File: src/sv/slet_pkg.sv
`timescale 1ns / 1ps
// Shared types and constants of the scanline lane edge tracker.
// No dependencies; imported by every other file of the block.
package slet_pkg;

  localparam int unsigned FRAME_WIDTH = 640;
  localparam logic [7:0]  EDGE_VALUE  = 8'd255;

  localparam int unsigned CFG_NUM = 3;
  localparam int unsigned CFG_IW  = 2;

  localparam logic [CFG_IW-1:0] CFG_CENTER    = 2'd0;
  localparam logic [CFG_IW-1:0] CFG_DEAD_ZONE = 2'd1;
  localparam logic [CFG_IW-1:0] CFG_TOLERANCE = 2'd2;

  typedef struct packed {
    logic [9:0] center_column;
    logic [9:0] dead_zone;
    logic [9:0] tol_limit;
  } cfg_t;

  // One finished scanline as handed from the front to the back.
  typedef struct packed {
    logic       up_found;
    logic [9:0] up_x;
    logic       dn_found;
    logic [9:0] dn_x;
    logic [8:0] row_y;
    logic       frame_end;
  } rec_t;

  typedef struct packed {
    logic       side;
    logic [9:0] bottom_x;
    logic [8:0] bottom_y;
    logic [9:0] top_x;
    logic [8:0] top_y;
    logic       line_valid;
    logic       last;
  } res_t;

  typedef struct packed {
    logic       stopped;
    logic       prev_ok;
    logic       bot_seen;
    logic       line_ok;
    logic [9:0] prev_x;
    logic [9:0] bot_x;
    logic [8:0] bot_y;
    logic [9:0] top_x;
    logic [8:0] top_y;
  } side_t;

endpackage

File: src/sv/slet_front.sv
`timescale 1ns / 1ps
// Front part: accepts pixels, finds the upward and downward edge of each scanline
// and pushes one record per finished scanline. Depends on slet_pkg.
module slet_front
  import slet_pkg::*;
(
  input  logic       clk,
  input  logic       rst_n,
  input  cfg_t       cfg,
  input  logic       in_valid,
  output logic       in_ready,
  input  logic [7:0] in_pixel,
  input  logic [9:0] in_column,
  input  logic [8:0] in_row_y,
  input  logic       in_row_end,
  input  logic       in_frame_end,
  input  logic       q_full,
  output logic       q_push,
  output rec_t       q_rec
);

  logic       up_seen_r, up_seen_nxt;
  logic [9:0] up_x_r, up_x_nxt;
  logic       dn_seen_r, dn_seen_nxt;
  logic [9:0] dn_x_r, dn_x_nxt;
  logic       accept;
  logic       is_edge;
  logic       up_hit;
  logic       dn_hit;
  logic       line_done;
  logic [10:0] right_sum;

  assign in_ready  = !q_full;
  assign accept    = in_valid && in_ready;
  assign is_edge   = (in_pixel == EDGE_VALUE);
  assign right_sum = {1'b0, in_column} + {1'b0, cfg.dead_zone};
  assign up_hit    = is_edge && !up_seen_r && (in_column >= cfg.center_column)
                     && (right_sum < 11'(FRAME_WIDTH));
  assign dn_hit    = is_edge && (in_column > cfg.dead_zone)
                     && (in_column <= cfg.center_column);
  assign line_done = in_row_end || in_frame_end;

  always_comb begin
    up_seen_nxt = up_seen_r || up_hit;
    up_x_nxt    = up_hit ? in_column : up_x_r;
    dn_seen_nxt = dn_seen_r || dn_hit;
    dn_x_nxt    = dn_hit ? in_column : dn_x_r;
  end

  assign q_push          = accept && line_done;
  assign q_rec.up_found  = up_seen_nxt;
  assign q_rec.up_x      = up_x_nxt;
  assign q_rec.dn_found  = dn_seen_nxt;
  assign q_rec.dn_x      = dn_x_nxt;
  assign q_rec.row_y     = in_row_y;
  assign q_rec.frame_end = in_frame_end;

  always_ff @(posedge clk) begin
    if (!rst_n) begin
      up_seen_r <= 1'b0;
      up_x_r    <= '0;
      dn_seen_r <= 1'b0;
      dn_x_r    <= '0;
    end else if (accept) begin
      if (line_done) begin
        up_seen_r <= 1'b0;
        up_x_r    <= '0;
        dn_seen_r <= 1'b0;
        dn_x_r    <= '0;
      end else begin
        up_seen_r <= up_seen_nxt;
        up_x_r    <= up_x_nxt;
        dn_seen_r <= dn_seen_nxt;
        dn_x_r    <= dn_x_nxt;
      end
    end
  end

endmodule

File: src/sv/slet_fifo.sv
`timescale 1ns / 1ps
// Short register queue of scanline records between the front and the back.
// Depends on slet_pkg.
module slet_fifo
  import slet_pkg::*;
#(
  parameter int unsigned DEPTH = 4
) (
  input  logic clk,
  input  logic rst_n,
  input  logic push,
  input  rec_t din,
  output logic full,
  input  logic pop,
  output logic not_empty,
  output rec_t dout
);

  localparam int unsigned AW = (DEPTH > 1) ? $clog2(DEPTH) : 1;

  rec_t          mem_r [DEPTH];
  logic [AW-1:0] wr_ptr_r, wr_ptr_nxt;
  logic [AW-1:0] rd_ptr_r, rd_ptr_nxt;
  logic [AW:0]   count_r, count_nxt;

  assign full      = (count_r == (AW+1)'(DEPTH));
  assign not_empty = (count_r != '0);
  assign dout      = mem_r[rd_ptr_r];

  always_comb begin
    wr_ptr_nxt = wr_ptr_r;
    rd_ptr_nxt = rd_ptr_r;
    count_nxt  = count_r;
    if (push) begin
      wr_ptr_nxt = (wr_ptr_r == AW'(DEPTH - 1)) ? '0 : wr_ptr_r + 1'b1;
    end
    if (pop) begin
      rd_ptr_nxt = (rd_ptr_r == AW'(DEPTH - 1)) ? '0 : rd_ptr_r + 1'b1;
    end
    if (push && !pop) begin
      count_nxt = count_r + 1'b1;
    end else if (pop && !push) begin
      count_nxt = count_r - 1'b1;
    end
  end

  always_ff @(posedge clk) begin
    if (!rst_n) begin
      wr_ptr_r <= '0;
      rd_ptr_r <= '0;
      count_r  <= '0;
    end else begin
      wr_ptr_r <= wr_ptr_nxt;
      rd_ptr_r <= rd_ptr_nxt;
      count_r  <= count_nxt;
    end
  end

  always_ff @(posedge clk) begin
    if (push) begin
      mem_r[wr_ptr_r] <= din;
    end
  end

endmodule

File: src/sv/slet_back.sv
`timescale 1ns / 1ps
// Back part: runs the two line trackers on each scanline record and, at frame end,
// delivers the two results through an output register. Depends on slet_pkg.
module slet_back
  import slet_pkg::*;
(
  input  logic clk,
  input  logic rst_n,
  input  cfg_t cfg,
  input  logic q_not_empty,
  input  rec_t q_rec,
  output logic q_pop,
  output logic out_valid,
  input  logic out_ready,
  output res_t out_res
);

  function automatic side_t track(side_t s, logic found, logic [9:0] x, logic [8:0] y,
                                  logic [9:0] tol);
    side_t      n;
    logic [9:0] d;
    n = s;
    d = (s.prev_x > x) ? (s.prev_x - x) : (x - s.prev_x);
    if (!s.stopped) begin
      if (!found) begin
        n.prev_ok = 1'b0;
      end else if (!s.bot_seen) begin
        n.bot_x    = x;
        n.bot_y    = y;
        n.bot_seen = 1'b1;
        n.prev_x   = x;
        n.prev_ok  = 1'b1;
      end else if (!s.prev_ok) begin
        n.stopped = 1'b1;
      end else if (d < tol) begin
        n.top_x   = x;
        n.top_y   = y;
        n.line_ok = 1'b1;
        n.prev_x  = x;
        n.prev_ok = 1'b1;
      end else begin
        n.stopped = 1'b1;
      end
    end
    return n;
  endfunction

  function automatic res_t make_res(side_t s, logic sd);
    res_t r;
    r.side       = sd;
    r.bottom_x   = s.bot_x;
    r.bottom_y   = s.bot_y;
    r.top_x      = s.top_x;
    r.top_y      = s.top_y;
    r.line_valid = s.line_ok;
    r.last       = sd;
    return r;
  endfunction

  side_t side0_r, side0_nxt;
  side_t side1_r, side1_nxt;
  res_t  out_res_r;
  res_t  second_r;
  logic  out_valid_r;
  logic  second_pend_r;
  logic  slot_free;

  assign slot_free = (!out_valid_r || out_ready) && !second_pend_r;
  assign q_pop     = q_not_empty && (!q_rec.frame_end || slot_free);
  assign out_valid = out_valid_r;
  assign out_res   = out_res_r;

  always_comb begin
    side0_nxt = track(side0_r, q_rec.up_found, q_rec.up_x, q_rec.row_y, cfg.tol_limit);
    side1_nxt = track(side1_r, q_rec.dn_found, q_rec.dn_x, q_rec.row_y, cfg.tol_limit);
  end

  always_ff @(posedge clk) begin
    if (!rst_n) begin
      side0_r       <= '0;
      side1_r       <= '0;
      out_valid_r   <= 1'b0;
      second_pend_r <= 1'b0;
    end else begin
      if (q_pop && q_rec.frame_end) begin
        out_valid_r   <= 1'b1;
        second_pend_r <= 1'b1;
      end else if (out_valid_r && out_ready) begin
        out_valid_r   <= second_pend_r;
        second_pend_r <= 1'b0;
      end
      if (q_pop) begin
        if (q_rec.frame_end) begin
          side0_r <= '0;
          side1_r <= '0;
        end else begin
          side0_r <= side0_nxt;
          side1_r <= side1_nxt;
        end
      end
    end
  end

  always_ff @(posedge clk) begin
    if (out_valid_r && out_ready && second_pend_r) begin
      out_res_r <= second_r;
    end
    if (q_pop && q_rec.frame_end) begin
      out_res_r <= make_res(side0_nxt, 1'b0);
      second_r  <= make_res(side1_nxt, 1'b1);
    end
  end

endmodule

File: src/sv/scanline_lane_edge_tracker_core.sv
`timescale 1ns / 1ps
// Top level of the scanline lane edge tracker: configuration registers, front,
// record queue and back. Depends on slet_pkg, slet_front, slet_fifo and slet_back.
//
//   Channel  Direction  Handshake              Payload
//   in_      input      in_valid / in_ready    pixel, column, row_y, row_end, frame_end
//   out_     output     out_valid / out_ready  side, bottom/top points, line_valid, last
//   cfg_     input      cfg_valid / cfg_ready  cfg_index, cfg_data
//
// The front takes one pixel per cycle while the queue is not full; a finished
// scanline costs one queue entry. The back retires one scanline record per cycle,
// but holds a frame-end record until the output register is free; a frame end yields
// two results through the output register, and the queue absorbs that gap. The
// frame-end record passes the queue and then the out_valid register to the output.
// Reset clears control state at once, not queue or result data; no clearing pass.
// in_ready drops only while the queue is full; cfg_ready is always high.
module scanline_lane_edge_tracker_core
  import slet_pkg::*;
#(
  parameter int unsigned FIFO_DEPTH = 4
) (
  input  logic              clk,
  input  logic              rst_n,
  input  logic              in_valid,
  output logic              in_ready,
  input  logic [7:0]        in_pixel,
  input  logic [9:0]        in_column,
  input  logic [8:0]        in_row_y,
  input  logic              in_row_end,
  input  logic              in_frame_end,
  output logic              out_valid,
  input  logic              out_ready,
  output logic              out_side,
  output logic [9:0]        out_bottom_x,
  output logic [8:0]        out_bottom_y,
  output logic [9:0]        out_top_x,
  output logic [8:0]        out_top_y,
  output logic              out_line_valid,
  output logic              out_last,
  input  logic              cfg_valid,
  output logic              cfg_ready,
  input  logic [CFG_IW-1:0] cfg_index,
  input  logic [9:0]        cfg_data
);

  cfg_t cfg_r;
  logic q_full;
  logic q_push;
  logic q_pop;
  logic q_not_empty;
  rec_t q_in;
  rec_t q_out;
  res_t res;

  assign cfg_ready = 1'b1;

  always_ff @(posedge clk) begin
    if (!rst_n) begin
      cfg_r.center_column <= 10'd320;
      cfg_r.dead_zone     <= 10'd20;
      cfg_r.tol_limit     <= 10'd20;
    end else if (cfg_valid && cfg_ready) begin
      unique case (cfg_index)
        CFG_CENTER:    cfg_r.center_column <= cfg_data;
        CFG_DEAD_ZONE: cfg_r.dead_zone     <= cfg_data;
        CFG_TOLERANCE: cfg_r.tol_limit     <= cfg_data;
        default: ;
      endcase
    end
  end

  slet_front u_front (
    .clk          (clk),
    .rst_n        (rst_n),
    .cfg          (cfg_r),
    .in_valid     (in_valid),
    .in_ready     (in_ready),
    .in_pixel     (in_pixel),
    .in_column    (in_column),
    .in_row_y     (in_row_y),
    .in_row_end   (in_row_end),
    .in_frame_end (in_frame_end),
    .q_full       (q_full),
    .q_push       (q_push),
    .q_rec        (q_in)
  );

  slet_fifo #(
    .DEPTH (FIFO_DEPTH)
  ) u_fifo (
    .clk       (clk),
    .rst_n     (rst_n),
    .push      (q_push),
    .din       (q_in),
    .full      (q_full),
    .pop       (q_pop),
    .not_empty (q_not_empty),
    .dout      (q_out)
  );

  slet_back u_back (
    .clk         (clk),
    .rst_n       (rst_n),
    .cfg         (cfg_r),
    .q_not_empty (q_not_empty),
    .q_rec       (q_out),
    .q_pop       (q_pop),
    .out_valid   (out_valid),
    .out_ready   (out_ready),
    .out_res     (res)
  );

  assign out_side       = res.side;
  assign out_bottom_x   = res.bottom_x;
  assign out_bottom_y   = res.bottom_y;
  assign out_top_x      = res.top_x;
  assign out_top_y      = res.top_y;
  assign out_line_valid = res.line_valid;
  assign out_last       = res.last;

  // The second result of a frame follows its first transaction at once.
  a_second_follows: assert property (@(posedge clk) disable iff (!rst_n)
    out_valid && out_ready && !out_last |=> out_valid && out_last && out_side)
    else $error("second result of a frame did not follow");

  a_no_top_without_line: assert property (@(posedge clk) disable iff (!rst_n)
    out_valid && !out_line_valid |-> out_top_x == '0 && out_top_y == '0)
    else $error("top point reported without a valid line");

  a_reset_quiet: assert property (@(posedge clk)
    !rst_n |=> !out_valid)
    else $error("result valid right after reset");

endmodule
File: config.mk
export PLATFORM = sky130hd
export DESIGN_NAME = scanline_lane_edge_tracker_core
export DESIGN_NICKNAME = d
export VERILOG_FILES = /design/src/sv/slet_pkg.sv /design/src/sv/slet_front.sv /design/src/sv/slet_fifo.sv /design/src/sv/slet_back.sv /design/src/sv/scanline_lane_edge_tracker_core.sv
export SDC_FILE = /design/constraint.sdc
export NUM_CORES = 1
export LEC_CHECK = 0
export ABC_AREA = 1
export BUFFER_PORTS_ARGS = -buffer_cell sky130_fd_sc_hd__buf_4
export CAP_MARGIN = 20
export CORE_MARGIN = 2
export CORE_UTILIZATION = 30
export CTS_CLUSTER_SIZE = 40
export DETAILED_ROUTE_END_ITERATION = 6
export GPL_TIMING_DRIVEN = 0
export SETUP_SLACK_MARGIN = 0.05
export SYNTH_ARGS = -nofsm -noshare
export SYNTH_HDL_FRONTEND = slang
export SYNTH_SLANG_ARGS = --single-unit
File: constraint.sdc
create_clock -name clk -period 4.6 [get_ports clk]
set_input_delay 0.92 -clock clk [delete_from_list [all_inputs] [get_ports clk]]
set_output_delay 0.92 -clock clk [all_outputs]
set_load 0.005 [all_outputs]
==> out/qor.txt <==
Std-Cell Rows -> 90
Final setup violation count -> 0
largest fanout on the critical path -> 10
Clock Sinks -> 374
synthesized netlist net count -> 2248
maximum VDD drop -> 403 uV
Crit. End Element -> flop
Avg WL per Cell -> 17.7 um
required time of the critical path -> 5.01 ns
maximum clock path buffer count -> 3
number of distinct standard cells referenced by the synthesized netlist -> 46
drt initial violations -> 1254
most frequent cell on the critical path -> sky130_fd_sc_hd__nand2_1
number of buffers created by CTS -> 41
startpoint class of the critical path -> flop
worst hold path type -> reg -> reg
synthesis-to-finish area growth -> 24.8%
number of antenna violations at the first check in global routing -> 0
P per Cell Area -> 770 nW/um^2
predominant post-synthesis flop cell -> sky130_fd_sc_hd__edfxtp_1
remaining global-route overflow -> 0
HPWL Detailed -> 39900 um
number of warnings reported in the yosys synthesis log -> 0
CTS root buf -> sky130_fd_sc_hd__clkbuf_16
most frequent cells in the layout -> sky130_fd_sc_hd__nand2_1 (541), sky130_fd_sc_hd__a21oi_1 (240), sky130_fd_sc_hd__edfxtp_1 (206)
register area share after synthesis -> 0.518
level count of the clock H-tree -> 2
run status -> completed
crit path setup slack, layout -> 0.0989 ns
hold path startpoint -> u_back.side0_r[6]$_SDFFE_PN0P_
layout cell share with drive strength beyond 1 -> 0.199
post-route fraction of the period consumed by the critical path -> 0.979
worst clock skew on the final layout -> 0.0390 ns
kind of critical path -> reg -> reg
WP data arrival -> 4.91 ns
Least-Margin Pin Slew -> 1.10 ns
effective utilization at floorplan -> 0.304
sequential standard cell area -> 9560 um^2
Post-Synthesis Cell Area -> 18400 um^2
vias per cell -> 4.97
count of hold-fix buffers inserted at cts -> 0
total via count after detailed routing -> 15500
cell with the largest stage delay on the worst path -> sky130_fd_sc_hd__dfxtp_4
worst setup timing slack at the placement stage -> -0.899 ns
number of enable flip-flop cells after synthesis -> 206
TritonCTS clock tree -> done
first-pass GRT wire length -> 82900 um
fraction of synthesis flops using an asynchronous set or reset pin -> 0
combined buffer and inverter count along the critical path -> 7
upper clock frequency limit -> 222 MHz
Chip Height -> 252 um
count of filler cells inserted in the layout -> 5989
Lkg Pwr -> 0.00911 uW
Slew Limit Fails -> 0
GRT Overall Usage -> 0.168
pin count of the biggest net entering global routing -> 41
routed wire length -> 55100 um
average footprint of a synthesized cell -> 8.76 um^2
area of the die -> 63400 um^2
Rel. slew slack -> 0.265
count of port buffers added during placement -> 88
Final Net Count -> 2441
Skew-Pair Late Insertion Delay -> 0.57 ns
Max-cap violations -> 0
routability congestion estimate -> 0.878
leading cell type in the layout, fill and taps excluded -> sky130_fd_sc_hd__nand2_1
stage delay of the slowest cell on the critical path -> 0.38 ns
vias in the first global route -> 14700
number of iterations in the first detailed-routing pass -> 5
minimum clock period -> 4.50 ns
area of the core -> 60600 um^2
Final Hold Vio Count -> 0
CTS clock-pin slew for the worst setup and hold paths -> 0.06 ns
horizontal extent of the die -> 252 um
critical path's top delay family -> buffers and inverters
antenna-violating nets left -> 0
DRC Markers -> 0
combined area of the multi-input logic cells -> 8280 um^2
flop and latch count out of synthesis -> 374
Hold Slack -> 0.464 ns
number of I/O pins -> 90
setup repair after global routing missed its margin -> true
gate count after technology mapping -> 2105
-- routing by layer --
metal | vias up | share of wire | global-route usage | routed length, um
met4 | 0 | 0.024 | 0.0521 | 1320
met5 | - | 0 | 0 | 0
met1 | 7424 | 0.44 | 0.221 | 24100
li1 | 7458 | - | - | -
met2 | 497 | 0.48 | 0.285 | 26500
met3 | 85 | 0.057 | 0.0233 | 3170
-- worst register-to-register path: cells and delay by family (launching register included) --
kind | cells | cell delay [ns]
xor+xnor | 1 | 0.07
buf+inv | 7 | 1.09
fa+ha+maj | 3 | 0.89
compound gates | 7 | 1.06
flops | 1 | 0.38
simple gates | 11 | 0.87
-- cell families (layout without fill, tap and decap cells) --
family | after synthesis | in the layout | synth area share
AOI/OAI and AO/OA | 474 | 474 | 0.147
xor gates and xnor gates | 22 | 22 | 0.0105
adders and majority gates | 97 | 97 | 0.0679
buffers and inverters | 307 | 531 | 0.0690
DFF | 374 | 374 | 0.518
muxes | 2 | 2 | 0.00109
other | 1 | 2 | 0.000203
and+or+nand+nor | 828 | 828 | 0.187
-- area by class of cell --
class,instances,share of cell area
well taps,782,0.0425
plain buffers,109,0.0330
flip-flops and latches,374,0.415
clock buffers,56,0.0498
diodes,1,0.000109
clock inverters,18,0.00908
repair buffers,151,0.0573
multi-input cells,1424,0.360
inverters,197,0.0330
-- path summary, 6_finish.rpt --
kind | to | slack, ns | cells after the start
setup / recovery | u_back.side1_r[18]$_SDFFE_PN0P_ | 0.1 | 29
hold / removal | u_back.side0_r[6]$_SDFFE_PN0P_ | 0.46 | 2
setup reg to reg | u_back.side1_r[18]$_SDFFE_PN0P_ | 0.1 | 29
hold reg to reg | u_back.side0_r[6]$_SDFFE_PN0P_ | 0.46 | 2
-- Yosys cell counts (2+ instances only) --
cell                       instances  area share
sky130_fd_sc_hd__a32o_1           19       0.010
sky130_fd_sc_hd__buf_2            28      0.0076
sky130_fd_sc_hd__clkbuf_2          4      0.0011
sky130_fd_sc_hd__or2_1            20      0.0068
sky130_fd_sc_hd__xnor2_1           2     0.00095
sky130_fd_sc_hd__a21o_1            4      0.0016
sky130_fd_sc_hd__a21oi_1         260       0.071
sky130_fd_sc_hd__nor3_1            7      0.0019
sky130_fd_sc_hd__clkbuf_1         53       0.011
sky130_fd_sc_hd__nand3_1         111       0.030
sky130_fd_sc_hd__or2_2            19      0.0064
sky130_fd_sc_hd__buf_1             7      0.0014
sky130_fd_sc_hd__inv_1           191       0.039
sky130_fd_sc_hd__xor2_1           20      0.0095
sky130_fd_sc_hd__o211ai_1         11      0.0045
sky130_fd_sc_hd__inv_2             5      0.0010
sky130_fd_sc_hd__o21ai_0          90       0.024
sky130_fd_sc_hd__buf_6             3      0.0018
sky130_fd_sc_hd__nand3b_1          2     0.00081
sky130_fd_sc_hd__nor2_1           73       0.015
sky130_fd_sc_hd__fa_1              5      0.0054
sky130_fd_sc_hd__a32oi_2           9      0.0079
sky130_fd_sc_hd__dfxtp_1         168        0.18
sky130_fd_sc_hd__nor2_2            2     0.00068
sky130_fd_sc_hd__o21a_1            2     0.00081
sky130_fd_sc_hd__buf_4            15      0.0061
sky130_fd_sc_hd__edfxtp_1        206        0.34
sky130_fd_sc_hd__ha_1             92       0.062
sky130_fd_sc_hd__o21ai_2          11      0.0052
sky130_fd_sc_hd__o21ai_1          50       0.014
sky130_fd_sc_hd__mux2i_1           2      0.0011
sky130_fd_sc_hd__o211a_1           3      0.0016
sky130_fd_sc_hd__and2_1           10      0.0034
sky130_fd_sc_hd__nand2_1         568        0.12
sky130_fd_sc_hd__a211oi_1          6      0.0024
sky130_fd_sc_hd__o21bai_1          5      0.0020
sky130_fd_sc_hd__nand4_1          13      0.0044
-- report_power, final --
part	leakage, uW	internal [uW]	switching [uW]
combinational	0.00514	3700	6070
sequential	0.00332	4360	268
clock	0.000653	1970	1340
-- per-stage QoR --
step           total power [uW]  std cells   util  instance area [um^2]  TNS [ns]
2_1_floorplan              9880       2105      -                 18400         0
3_3_place_gp              12300       2975  0.331                 20100   -122.59
3_5_place_dp              12500       2980  0.334                 20200    -74.42
4_1_cts                   16500       3084  0.365                 22100         0
5_1_grt                   18800       3111  0.380                 23000    -0.604
6_report                  17700       3112  0.380                 23000         0
-- what timing repair did --
item,4_1_cts,5_1_grt
resized for setup,104,180
cloned,2,4
setup buffers,28,24
setup endpoints to repair,102,101
pin swaps,22,63
-- sequential cells by signal, indices dropped and copies added (netlist names), 2 cells and up, named ones only --
signal	count
cfg_r	30
u_back.out_res	40
u_back.second_r	39
u_back.side0_r	52
u_back.side1_r	52
u_fifo.count_r	3
u_fifo.mem_r	128
u_fifo.rd_ptr_r	2
u_fifo.wr_ptr_r	2
u_front.dn_x_r	10
u_front.up_x_r	10
No activity file was read; power rests on OpenSTA's default activity.
